**src/design/oaht_pkg.sv**
```systemverilog
// Shared constants, codes and types for the open-addressing hash table.
`default_nettype none

package oaht_pkg;

    // Table geometry; slot indexes wrap with a mask, so the size is a power of two.
    localparam int TABLE_SIZE = 16;
    localparam int IDX_W      = 4;
    localparam int KEY_W      = 34;
    localparam int CNT_W      = 5;
    localparam int STAT_W     = 3;
    localparam int REQ_W      = 2;

    // Request codes.
    localparam logic [REQ_W-1:0] REQ_INSERT = 2'd0;
    localparam logic [REQ_W-1:0] REQ_LOOKUP = 2'd1;
    localparam logic [REQ_W-1:0] REQ_CLEAR  = 2'd2;

    // Result status codes.
    localparam logic [STAT_W-1:0] STAT_INSERTED  = 3'd0;
    localparam logic [STAT_W-1:0] STAT_FOUND     = 3'd1;
    localparam logic [STAT_W-1:0] STAT_NOT_FOUND = 3'd2;
    localparam logic [STAT_W-1:0] STAT_FULL      = 3'd3;
    localparam logic [STAT_W-1:0] STAT_CLEARED   = 3'd4;

    typedef enum logic [1:0] {
        ST_IDLE,
        ST_FETCH,
        ST_PROBE,
        ST_DONE
    } state_t;

    typedef struct packed {
        logic s_ready;
        logic gen_start;
        logic gen_step;
        logic probe_done;
        logic key_write;
    } ctrl_t;

endpackage

`default_nettype wire

```
**src/design/oaht_key_store.sv**
```systemverilog
// Key storage: one write port and one registered read port.
`default_nettype none

module oaht_key_store (
    input  wire logic                       aclk,
    input  wire logic                       we,
    input  wire logic [oaht_pkg::IDX_W-1:0] waddr,
    input  wire logic [oaht_pkg::KEY_W-1:0] wdata,
    input  wire logic [oaht_pkg::IDX_W-1:0] raddr,
    output logic      [oaht_pkg::KEY_W-1:0] rdata
);

    logic [oaht_pkg::KEY_W-1:0] mem [oaht_pkg::TABLE_SIZE];

    always_ff @(posedge aclk) begin
        if (we) begin
            mem[waddr] <= wdata;
        end
    end

    always_ff @(posedge aclk) begin
        rdata <= mem[raddr];
    end

endmodule

`default_nettype wire

```
**src/design/oaht_probe_gen.sv**
```systemverilog
// Probe address generator: walks the linear or quadratic sequence from the home slot.
`default_nettype none

module oaht_probe_gen (
    input  wire logic                       aclk,
    input  wire logic                       start,
    input  wire logic                       step,
    input  wire logic                       quad,
    input  wire logic [oaht_pkg::IDX_W-1:0] home,
    output logic      [oaht_pkg::IDX_W-1:0] slot
);

    logic [oaht_pkg::IDX_W-1:0] home_reg;
    logic [oaht_pkg::IDX_W-1:0] off_reg;
    logic [oaht_pkg::IDX_W-1:0] j_reg;
    logic [oaht_pkg::IDX_W-1:0] incr;

    // The square grows by 2j+1 from one probe to the next, taken modulo the table size.
    assign incr = quad ? {j_reg[oaht_pkg::IDX_W-2:0], 1'b1} : oaht_pkg::IDX_W'(1);
    assign slot = home_reg + off_reg;

    always_ff @(posedge aclk) begin
        if (start) begin
            home_reg <= home;
            off_reg  <= '0;
            j_reg    <= '0;
        end else if (step) begin
            off_reg <= off_reg + incr;
            j_reg   <= j_reg + oaht_pkg::IDX_W'(1);
        end
    end

endmodule

`default_nettype wire

```
**src/design/open_addressing_hash_table.sv**
```systemverilog
// Top level of the open-addressing hash table with linear or quadratic probing.
// An insert or lookup that examines k slots (1 to 16) holds the block from the accepting
// cycle through a fetch of the first stored key, one probe per cycle, and the hand-off of
// the result to the output register, which waits while the output is stalled. A clear
// goes straight from acceptance to that hand-off. Requests are taken one at a time, as set by the probe sequencer.
// Reset empties every slot and selects linear probing; stored keys are not cleared.
`default_nettype none

module open_addressing_hash_table (
    input  wire logic                        aclk,
    input  wire logic                        aresetn,
    // Configuration: probe mode, 0 linear, 1 quadratic.
    input  wire logic                        cfg_we,
    input  wire logic                        cfg_wdata,
    // Request channel.
    input  wire logic                        s_valid,
    output logic                             s_ready,
    input  wire logic [oaht_pkg::REQ_W-1:0]  s_req_type,
    input  wire logic [oaht_pkg::KEY_W-1:0]  s_key,
    // Result channel.
    output logic                             m_valid,
    input  wire logic                        m_ready,
    output logic      [oaht_pkg::STAT_W-1:0] m_status,
    output logic      [oaht_pkg::IDX_W-1:0]  m_slot,
    output logic      [oaht_pkg::CNT_W-1:0]  m_probe_count
);

    oaht_pkg::state_t state_reg;
    oaht_pkg::state_t state_next;
    oaht_pkg::ctrl_t  ctrl;

    logic                          probe_mode_reg;
    logic [oaht_pkg::TABLE_SIZE-1:0] valid_reg;
    logic [oaht_pkg::REQ_W-1:0]    req_reg;
    logic [oaht_pkg::KEY_W-1:0]    key_reg;
    logic [oaht_pkg::IDX_W-1:0]    cmp_slot_reg;
    logic [oaht_pkg::CNT_W-1:0]    pcount_reg;

    logic [oaht_pkg::STAT_W-1:0]   res_status_reg;
    logic [oaht_pkg::IDX_W-1:0]    res_slot_reg;
    logic [oaht_pkg::CNT_W-1:0]    res_count_reg;

    logic                          m_valid_reg;
    logic [oaht_pkg::STAT_W-1:0]   m_status_reg;
    logic [oaht_pkg::IDX_W-1:0]    m_slot_reg;
    logic [oaht_pkg::CNT_W-1:0]    m_count_reg;

    logic [oaht_pkg::IDX_W-1:0]    gen_slot;
    logic [oaht_pkg::KEY_W-1:0]    rd_key;

    logic                          s_fire;
    logic                          probe_valid;
    logic                          key_hit;
    logic                          last_probe;
    logic                          out_free;
    logic [oaht_pkg::CNT_W-1:0]    count_now;
    logic [oaht_pkg::STAT_W-1:0]   done_status;
    logic [oaht_pkg::IDX_W-1:0]    done_slot;

    // The generator yields the slot of the next probe; its stored key is read in the cycle
    // before, so a probe result is judged every cycle in the probe state.
    oaht_probe_gen u_gen (
        .aclk  (aclk),
        .start (ctrl.gen_start),
        .step  (ctrl.gen_step),
        .quad  (probe_mode_reg),
        .home  (s_key[oaht_pkg::IDX_W-1:0]),
        .slot  (gen_slot)
    );

    oaht_key_store u_store (
        .aclk  (aclk),
        .we    (ctrl.key_write),
        .waddr (cmp_slot_reg),
        .wdata (key_reg),
        .raddr (gen_slot),
        .rdata (rd_key)
    );

    assign s_fire      = s_valid && ctrl.s_ready;
    assign probe_valid = valid_reg[cmp_slot_reg];
    assign key_hit     = (rd_key == key_reg);
    assign last_probe  = (pcount_reg == oaht_pkg::CNT_W'(oaht_pkg::TABLE_SIZE - 1));
    assign count_now   = pcount_reg + oaht_pkg::CNT_W'(1);
    assign out_free    = !m_valid_reg || m_ready;

    // Outcome of the slot examined in this cycle.
    always_comb begin
        done_status = oaht_pkg::STAT_NOT_FOUND;
        done_slot   = '0;
        if (req_reg == oaht_pkg::REQ_INSERT) begin
            if (!probe_valid) begin
                done_status = oaht_pkg::STAT_INSERTED;
                done_slot   = cmp_slot_reg;
            end else begin
                done_status = oaht_pkg::STAT_FULL;
            end
        end else if (probe_valid && key_hit) begin
            done_status = oaht_pkg::STAT_FOUND;
            done_slot   = cmp_slot_reg;
        end
    end

    // Sequencer outputs.
    always_comb begin
        ctrl = '0;
        case (state_reg)
            oaht_pkg::ST_IDLE: begin
                ctrl.s_ready   = 1'b1;
                ctrl.gen_start = 1'b1;
            end
            oaht_pkg::ST_FETCH: begin
                ctrl.gen_step = 1'b1;
            end
            oaht_pkg::ST_PROBE: begin
                ctrl.gen_step = 1'b1;
                if (req_reg == oaht_pkg::REQ_INSERT) begin
                    ctrl.probe_done = !probe_valid || last_probe;
                    ctrl.key_write  = !probe_valid;
                end else begin
                    ctrl.probe_done = !probe_valid || key_hit || last_probe;
                end
            end
            default: begin
            end
        endcase
    end

    // Sequencer next state.
    always_comb begin
        state_next = state_reg;
        case (state_reg)
            oaht_pkg::ST_IDLE: begin
                if (s_fire) begin
                    if (s_req_type == oaht_pkg::REQ_CLEAR) begin
                        state_next = oaht_pkg::ST_DONE;
                    end else if (s_req_type == oaht_pkg::REQ_INSERT ||
                                 s_req_type == oaht_pkg::REQ_LOOKUP) begin
                        state_next = oaht_pkg::ST_FETCH;
                    end
                end
            end
            oaht_pkg::ST_FETCH: begin
                state_next = oaht_pkg::ST_PROBE;
            end
            oaht_pkg::ST_PROBE: begin
                if (ctrl.probe_done) begin
                    state_next = oaht_pkg::ST_DONE;
                end
            end
            oaht_pkg::ST_DONE: begin
                if (out_free) begin
                    state_next = oaht_pkg::ST_IDLE;
                end
            end
            default: begin
                state_next = oaht_pkg::ST_IDLE;
            end
        endcase
    end

    // Control state: sequencer, probe mode, slot occupancy marks and output valid.
    always_ff @(posedge aclk) begin
        if (!aresetn) begin
            state_reg      <= oaht_pkg::ST_IDLE;
            probe_mode_reg <= 1'b0;
            valid_reg      <= '0;
            m_valid_reg    <= 1'b0;
        end else begin
            state_reg <= state_next;
            if (cfg_we) begin
                probe_mode_reg <= cfg_wdata;
            end
            if (s_fire && s_req_type == oaht_pkg::REQ_CLEAR) begin
                valid_reg <= '0;
            end else if (ctrl.key_write) begin
                valid_reg[cmp_slot_reg] <= 1'b1;
            end
            if (state_reg == oaht_pkg::ST_DONE && out_free) begin
                m_valid_reg <= 1'b1;
            end else if (m_ready) begin
                m_valid_reg <= 1'b0;
            end
        end
    end

    // Datapath registers.
    always_ff @(posedge aclk) begin
        if (s_fire) begin
            req_reg        <= s_req_type;
            key_reg        <= s_key;
            pcount_reg     <= '0;
            res_status_reg <= oaht_pkg::STAT_CLEARED;
            res_slot_reg   <= '0;
            res_count_reg  <= '0;
        end
        if (state_reg == oaht_pkg::ST_FETCH || state_reg == oaht_pkg::ST_PROBE) begin
            cmp_slot_reg <= gen_slot;
        end
        if (state_reg == oaht_pkg::ST_PROBE) begin
            pcount_reg <= count_now;
            if (ctrl.probe_done) begin
                res_status_reg <= done_status;
                res_slot_reg   <= done_slot;
                res_count_reg  <= count_now;
            end
        end
        if (state_reg == oaht_pkg::ST_DONE && out_free) begin
            m_status_reg <= res_status_reg;
            m_slot_reg   <= res_slot_reg;
            m_count_reg  <= res_count_reg;
        end
    end

    assign s_ready       = ctrl.s_ready;
    assign m_valid       = m_valid_reg;
    assign m_status      = m_status_reg;
    assign m_slot        = m_slot_reg;
    assign m_probe_count = m_count_reg;

endmodule

`default_nettype wire
```
**config.mk**
```make
export PLATFORM = sky130hd
export DESIGN_NAME = open_addressing_hash_table
export DESIGN_NICKNAME = d
export VERILOG_FILES = /design/src/design/oaht_pkg.sv /design/src/design/oaht_key_store.sv /design/src/design/oaht_probe_gen.sv /design/src/design/open_addressing_hash_table.sv
export SDC_FILE = /design/constraint.sdc
export NUM_CORES = 1
export LEC_CHECK = 0
export BUFFER_PORTS_ARGS = -buffer_cell sky130_fd_sc_hd__buf_2
export CAP_MARGIN = 25
export CELL_PAD_IN_SITES_DETAIL_PLACEMENT = 1
export CELL_PAD_IN_SITES_GLOBAL_PLACEMENT = 2
export CORE_MARGIN = 8
export CORE_UTILIZATION = 53
export DETAILED_ROUTE_END_ITERATION = 7
export GPL_ROUTABILITY_DRIVEN = 0
export PLACE_DENSITY_LB_ADDON = 0.1
export SLEW_MARGIN = 20
export SYNTH_ARGS = -nofsm -noshare
export SYNTH_HDL_FRONTEND = slang
export SYNTH_HIERARCHICAL = 1
export SYNTH_SLANG_ARGS = --single-unit
```
**constraint.sdc**
```tcl
create_clock -name aclk -period 9.1 [get_ports aclk]
set_clock_uncertainty 0.1 [all_clocks]
set_input_delay 1.365 -clock aclk [delete_from_list [all_inputs] [get_ports aclk]]
set_output_delay 1.365 -clock aclk [all_outputs]
set_load 0.1 [all_outputs]
```
* Word-level counts from Yosys, hierarchy flattened
Memory sizes are Yosys's and may differ from the RTL's. A register that Yosys moved wholly into a read port is not among the register bits.
Index checks and enable logic that the tools add are counted.
W data, S select, Z words.
** Operators by class
- Add/sub/neg operators :: 4
- $lt $le $gt $ge :: 2
- Equality and inequality tests :: 11
- Multiplexer cells :: 37
- Bitwise logic cells :: 2
- Reduce and logical (&&, ||, !) cells :: 21
** Operators with widths (count)
- $eq A34 B34 Y1 :: 1
- $mux W4 :: 7
- $mux W5 :: 5
- $mux W2 :: 9
- $or A16 B16 Y16 :: 1
- $mux W3 :: 4
- $mux W1 :: 9
- $add A4 B4 Y4 :: 2
- $pmux W2 S4 :: 1
- $eq A2 B2 Y1 const B :: 3
- $logic_not A2 Y1 :: 3
- $logic_or A1 B1 Y1 :: 6
- $ne A2 B2 Y1 const B :: 3
- $add A5 B1 Y5 const B :: 1
- $eq A5 B4 Y1 const B :: 1
- $logic_and A1 B1 Y1 :: 5
- $lt A4 B5 Y1 const B :: 1
- $add A4 B1 Y4 const B :: 1
- $bmux W1 S4 :: 1
- $demux W1 S4 :: 1
- $eq A2 B1 Y1 const B :: 2
- $ge A4 B1 Y1 const B :: 1
- $reduce_and A4 Y1 :: 1
- $reduce_bool A2 Y1 :: 2
- 4 further kinds :: 6
** Storage, ports and cells
- Flip-flop bits (word level) :: 101
- Bits in writable memories :: 544
- Input bits :: 42
- Output and inout port bits :: 14
- Word-level logic and storage cells :: 95
- Memories kept :: 1
** Memory list
- u_store.mem :: words 16, width 34, rd ports 1, clocked after memory_dff 1, wr ports 1, RTL line oaht_key_store.sv:13 : logic [oaht_pkg::KEY_W-1:0] mem [oaht_pkg::TABLE_SIZE];

* Longest topological paths before layout
- Depth in word-level cells :: 9
- Mapped depth :: 9
- Gate-level depth less buffers :: 7

* Hierarchy
Netlist, hierarchy kept.
** Modules (own cells, without submodules)
- oaht_key_store :: times used 1, cells an instance 888, area an instance 21076.5 sq um
- open_addressing_hash_table :: times used 1, cells an instance 256, area an instance 3574.7 sq um
- oaht_probe_gen :: times used 1, cells an instance 53, area an instance 604.3 sq um

* Worst setup path before layout
No wires, ideal clock.
- Path kind :: register to register
- From :: register cmp_slot_reg[0] in the netlist's numbering
- To :: memory u_store/mem[0][0] in the netlist's numbering (enable)
- Library setup time :: 467 ps
- Arrival :: 4778 ps
- Slack :: 3755 ps
- Stages on the path, launching flop included :: 9
- Path buffers :: 2
- Cell sequence :: edfxtp_1 buf_6 mux4_1 a22oi_1 nand2_2 nor4_4 buf_6 or3b_2 nor3_1
** RTL lines
- start, declared :: RTL line open_addressing_hash_table.sv:36 : logic [oaht_pkg::IDX_W-1:0] cmp_slot_reg;
- start signal, assigned :: RTL line open_addressing_hash_table.sv:198 : cmp_slot_reg <= gen_slot;
- end, declared :: RTL line oaht_key_store.sv:13

* Worst setup path after layout
- From :: register cmp_slot_reg[0] in the netlist's numbering
- To :: memory u_store/mem[9][28] in the netlist's numbering (enable)
** On the way
- Cells in the longest elaborated chain, start to end :: 7
** RTL lines
- $bmux W1 S4 :: RTL line open_addressing_hash_table.sv:81 : assign probe_valid = valid_reg[cmp_slot_reg];
- $mux W1 (not written as such) :: RTL line open_addressing_hash_table.sv:81
- $logic_not A1 Y1 :: RTL line open_addressing_hash_table.sv:119 : ctrl.key_write = !probe_valid;
- $mux W1 :: RTL line open_addressing_hash_table.sv:117 : if (req_reg == oaht_pkg::REQ_INSERT) begin
- $mux W2 :: RTL line open_addressing_hash_table.sv:107 : case (state_reg)
- $mux W1 :: RTL line oaht_key_store.sv:16 : if (we) begin
- $mux W1 (not written as such) :: RTL line oaht_key_store.sv:17 : mem[waddr] <= wdata;
Several ways; a longest one is shown, not always the timed one. The select of a mux whose other input is x is not followed.

==> metrics.md <==
| Metric | Value |
|---|---|
| RSZ-0062 raised after global routing | no |
| Combinational fraction of design power | 27.8% |
| Iter 0 DRT Violations | 948 |
| Vias | 12000 |
| Top-count cell post-synth | edfxtp_1 |
| Yosys Warn Count | 6 |
| NumNets Final | 1362 |
| Die Area | 0.0549 mm² |
| Max-slew headroom | 36.2% |
| CP Max Fanout | 22 |
| Cts repair resizes | 0 |
| Flops & latches, synth | 678 |
| IO Pins | 56 |
| Sw Ratio | 30.7% |
| Hold Fails Final Rpt | 0 |
| Final period utilization | 47.5% |
| Crit path cell chain | mux4_1 -> a22oi_1 -> nand2_2 -> nor4_4 -> buf_6 -> nand3b_1 -> nor2_4 -> buf_4 |
| Slew of the pin with the lowest slew margin | 0.957 ns |
| Fillers | 3981 |
| Worst path max stage delay | 0.76 ns |
| Cell variety after synth | 52 |
| Pwr dens | 330 mW/mm² |
| Total gr overflow | 0 |
| Drt first pass iters | 5 |
| Final Util | 60.6% |
| Row count | 80 |
| Mapped Avg Cell Area | 21.1 µm² |
| Clock root buffer | clkbuf_16 |
| CTS tree | built |
| Total Wirelength | 56100 µm |
| Leak | 9.45 nW |
| Startpoint class of the critical path | register |
| CP max-delay cell | edfxtp_1 |
| IO buf count | 55 |
| Hold slack | 0.325 ns |
| Async SR Flop Fraction | 0% |
| Clock power frac | 29.5% |
| Max cap viols | 0 |
| Most frequent cells after synthesis | edfxtp_1, mux4_2, dfxtp_1, a22oi_1 |
| Mapped Area | 0.0253 mm² |
| Post-Syn Nets | 1252 |
| Vias per Instance | 6.04 |
| Initial core utilization | 53.3% |
| Crit Path Class | register to register |
| Synth area leader | edfxtp_1 |
| Ranking of synthesized cells by area | edfxtp_1, mux4_2, dfxtp_1 |
| TritonCTS buffer count | 70 |
| Antenna violations before repair | 0 |
| H-tree depth | 3 |
| Post-CTS Setup Bufs | 0 |
| Detail Placement HPWL | 31300 µm |
| Sequential share of the synthesized area | 77.7% |
| Setup-failing EPs final | 0 |
| Largest net degree at the start of global routing | 63 |
| Sw Pwr | 2.91 mW |
| Worst vdd ir | 299 µV |
| Area delta synth->final | 13.7% |
| TNS Setup | 0 ns |
| Top-area cell type share of the netlist area | 71.9% |
| GR peak layer | met2 |
| Clk Latency, worst-skew pair | 0.60 ns |
| FMAX | 0.231 GHz |
| Design Power | 9.48 mW |
| Clk sink count | 678 |
| Max-slew violation count | 0 |
| CP Capture Type | register |
| Die Y | 234 µm |
| Clk slew on worst S/H paths | 0.06 ns |
| Crit path required time | 9.22 ns |
| Post-synth EDFFs | 605 |
| Die W | 234 µm |
| Grt met2 use | 34.1% |
| Layout cells sized above 1 | 26.8% |
| Met1 Resource Use GR | 29.2% |
| Diodes inserted | 0 |
| Drt drc | 0 |
| Sequential cell fraction of total power | 42.7% |
| HP Class | register to register |
| Final antenna-violating net count | 0 |
| Ys flop type | edfxtp_1 |
| Core area | 0.0473 mm² |
| Pint | 6.57 mW |
| Final min period | 4.32 ns |
| Met3 Usage GRT | 3.71% |
| Longest Clk Path Bufs | 3 |
| DR WL/cell | 28.4 µm |
| Cts hold-fix bufs | 0 |
| WP data arrival | 4.45 ns |
| Total track usage | 20.9% |
| First-pass GRT wire length | 82800 µm |
| Syn Inst Count | 1197 |
| Status | finished clean |
| Vias in the first global route | 12800 |
| Max reg flops | 544 |
==> worst paths after layout <==
kind / slack [ns] / end / start / cells past startpoint
max: 4.78 / u_store/mem[9][28] / cmp_slot_reg[0] / 8
min: 0.33 / m_probe_count[4] / res_count_reg[4] / 0
max reg2reg: 4.78 / u_store/mem[9][28] / cmp_slot_reg[0] / 8
min reg2reg: 0.33 / m_probe_count[4] / res_count_reg[4] / 0
==> worst max-delay path, delay by kind of cell, from the launching register on <==
family / cells / cell delay [ns]
buffers and inverters: 2 / 0.77
AO/OA/AOI/OAI: 1 / 0.25
AND/OR/NAND/NOR: 4 / 1.40
flip-flops: 1 / 0.76
multiplexers: 1 / 0.65
==> metrics by stage <==
step	worst slack, ns	cell area (µm²)	std cells
after global routing	4.57	28700	1980
after floorplan	3.75	25300	1197
after detailed placement	4.35	26400	1848
after global placement	4.44	26400	1846
after CTS	4.27	28700	1978
final	4.78	28700	1980
==> power by group through the flow <==
stage	Combinational [mW]	Sequential, mW	Clock (mW)
global route	2.85	4.09	2.95
CTS	2.67	4.05	2.85
floorplan	1.92	4.06	0
finish	2.64	4.05	2.79
detailed placement	2.66	4.11	0
global placement	2.60	4.10	0
==> layout make-up <==
| class | count | area, µm² | share of cell area [%] |
|---|---|---|---|
| multi-input cells | 456 | 5450 | 19.0 |
| repair buffers | 91 | 569 | 1.98 |
| flip-flops and latches | 678 | 19600 | 68.4 |
| clock inverters | 38 | 297 | 1.03 |
| inverters | 10 | 37.5 | 0.131 |
| clock buffers | 92 | 1960 | 6.82 |
| well taps | 615 | 769 | 2.68 |
==> routing by layer <==
| metal | share of wire, % | vias to the layer above | wire length (µm) |
|---|---|---|---|
| met5 | 0 | - | 0 |
| met2 | 50 | 310 | 27900 |
| met4 | 1.7 | 0 | 976 |
| met3 | 4.9 | 82 | 2740 |
| met1 | 44 | 6414 | 24600 |
| li1 | - | 5151 | - |
==> cells in the final DEF (no fill, tap or decap), types with 2 or more instances in the layout <==
cell type	netlist	layout
dfxtp_1	73	73
bufinv_16	0	4
a32o_1	6	6
clkbuf_1	23	13
nor3_1	6	2
xor2_1	34	34
inv_6	0	4
inv_1	9	8
a31oi_1	16	16
nand2b_1	3	3
nor4_1	7	7
a21oi_1	3	3
buf_4	1	34
clkbuf_16	0	73
o21ai_1	2	2
nand3b_1	2	2
clkinv_2	0	13
ha_1	11	10
and2b_2	5	5
and2_2	2	3
o21a_1	2	2
nor2b_4	0	2
nor2_4	0	13
nand4_1	3	3
mux4_1	4	4
clkinv_1	1	16
nand3_1	4	4
nor2_1	48	35
clkbuf_8	0	6
a22oi_1	71	71
mux2i_1	8	8
edfxtp_1	605	605
xnor2_1	9	9
buf_2	17	55
mux4_2	136	136
nand2_1	48	48
o31ai_1	2	2
nor3_2	0	4
==> cells by family (layout without fill, tap and decap cells) <==
family | count (synthesis) | count (layout) | share of synthesized area, %
simple gates | 142 | 142 | 2.67
buf+inv | 63 | 231 | 1.31
flops | 678 | 678 | 77.7
mux | 149 | 149 | 12.9
fa+ha+maj | 13 | 13 | 0.703
compound gates | 109 | 109 | 3.19
xor+xnor | 43 | 43 | 1.49
(Power assumes the default switching activity.)
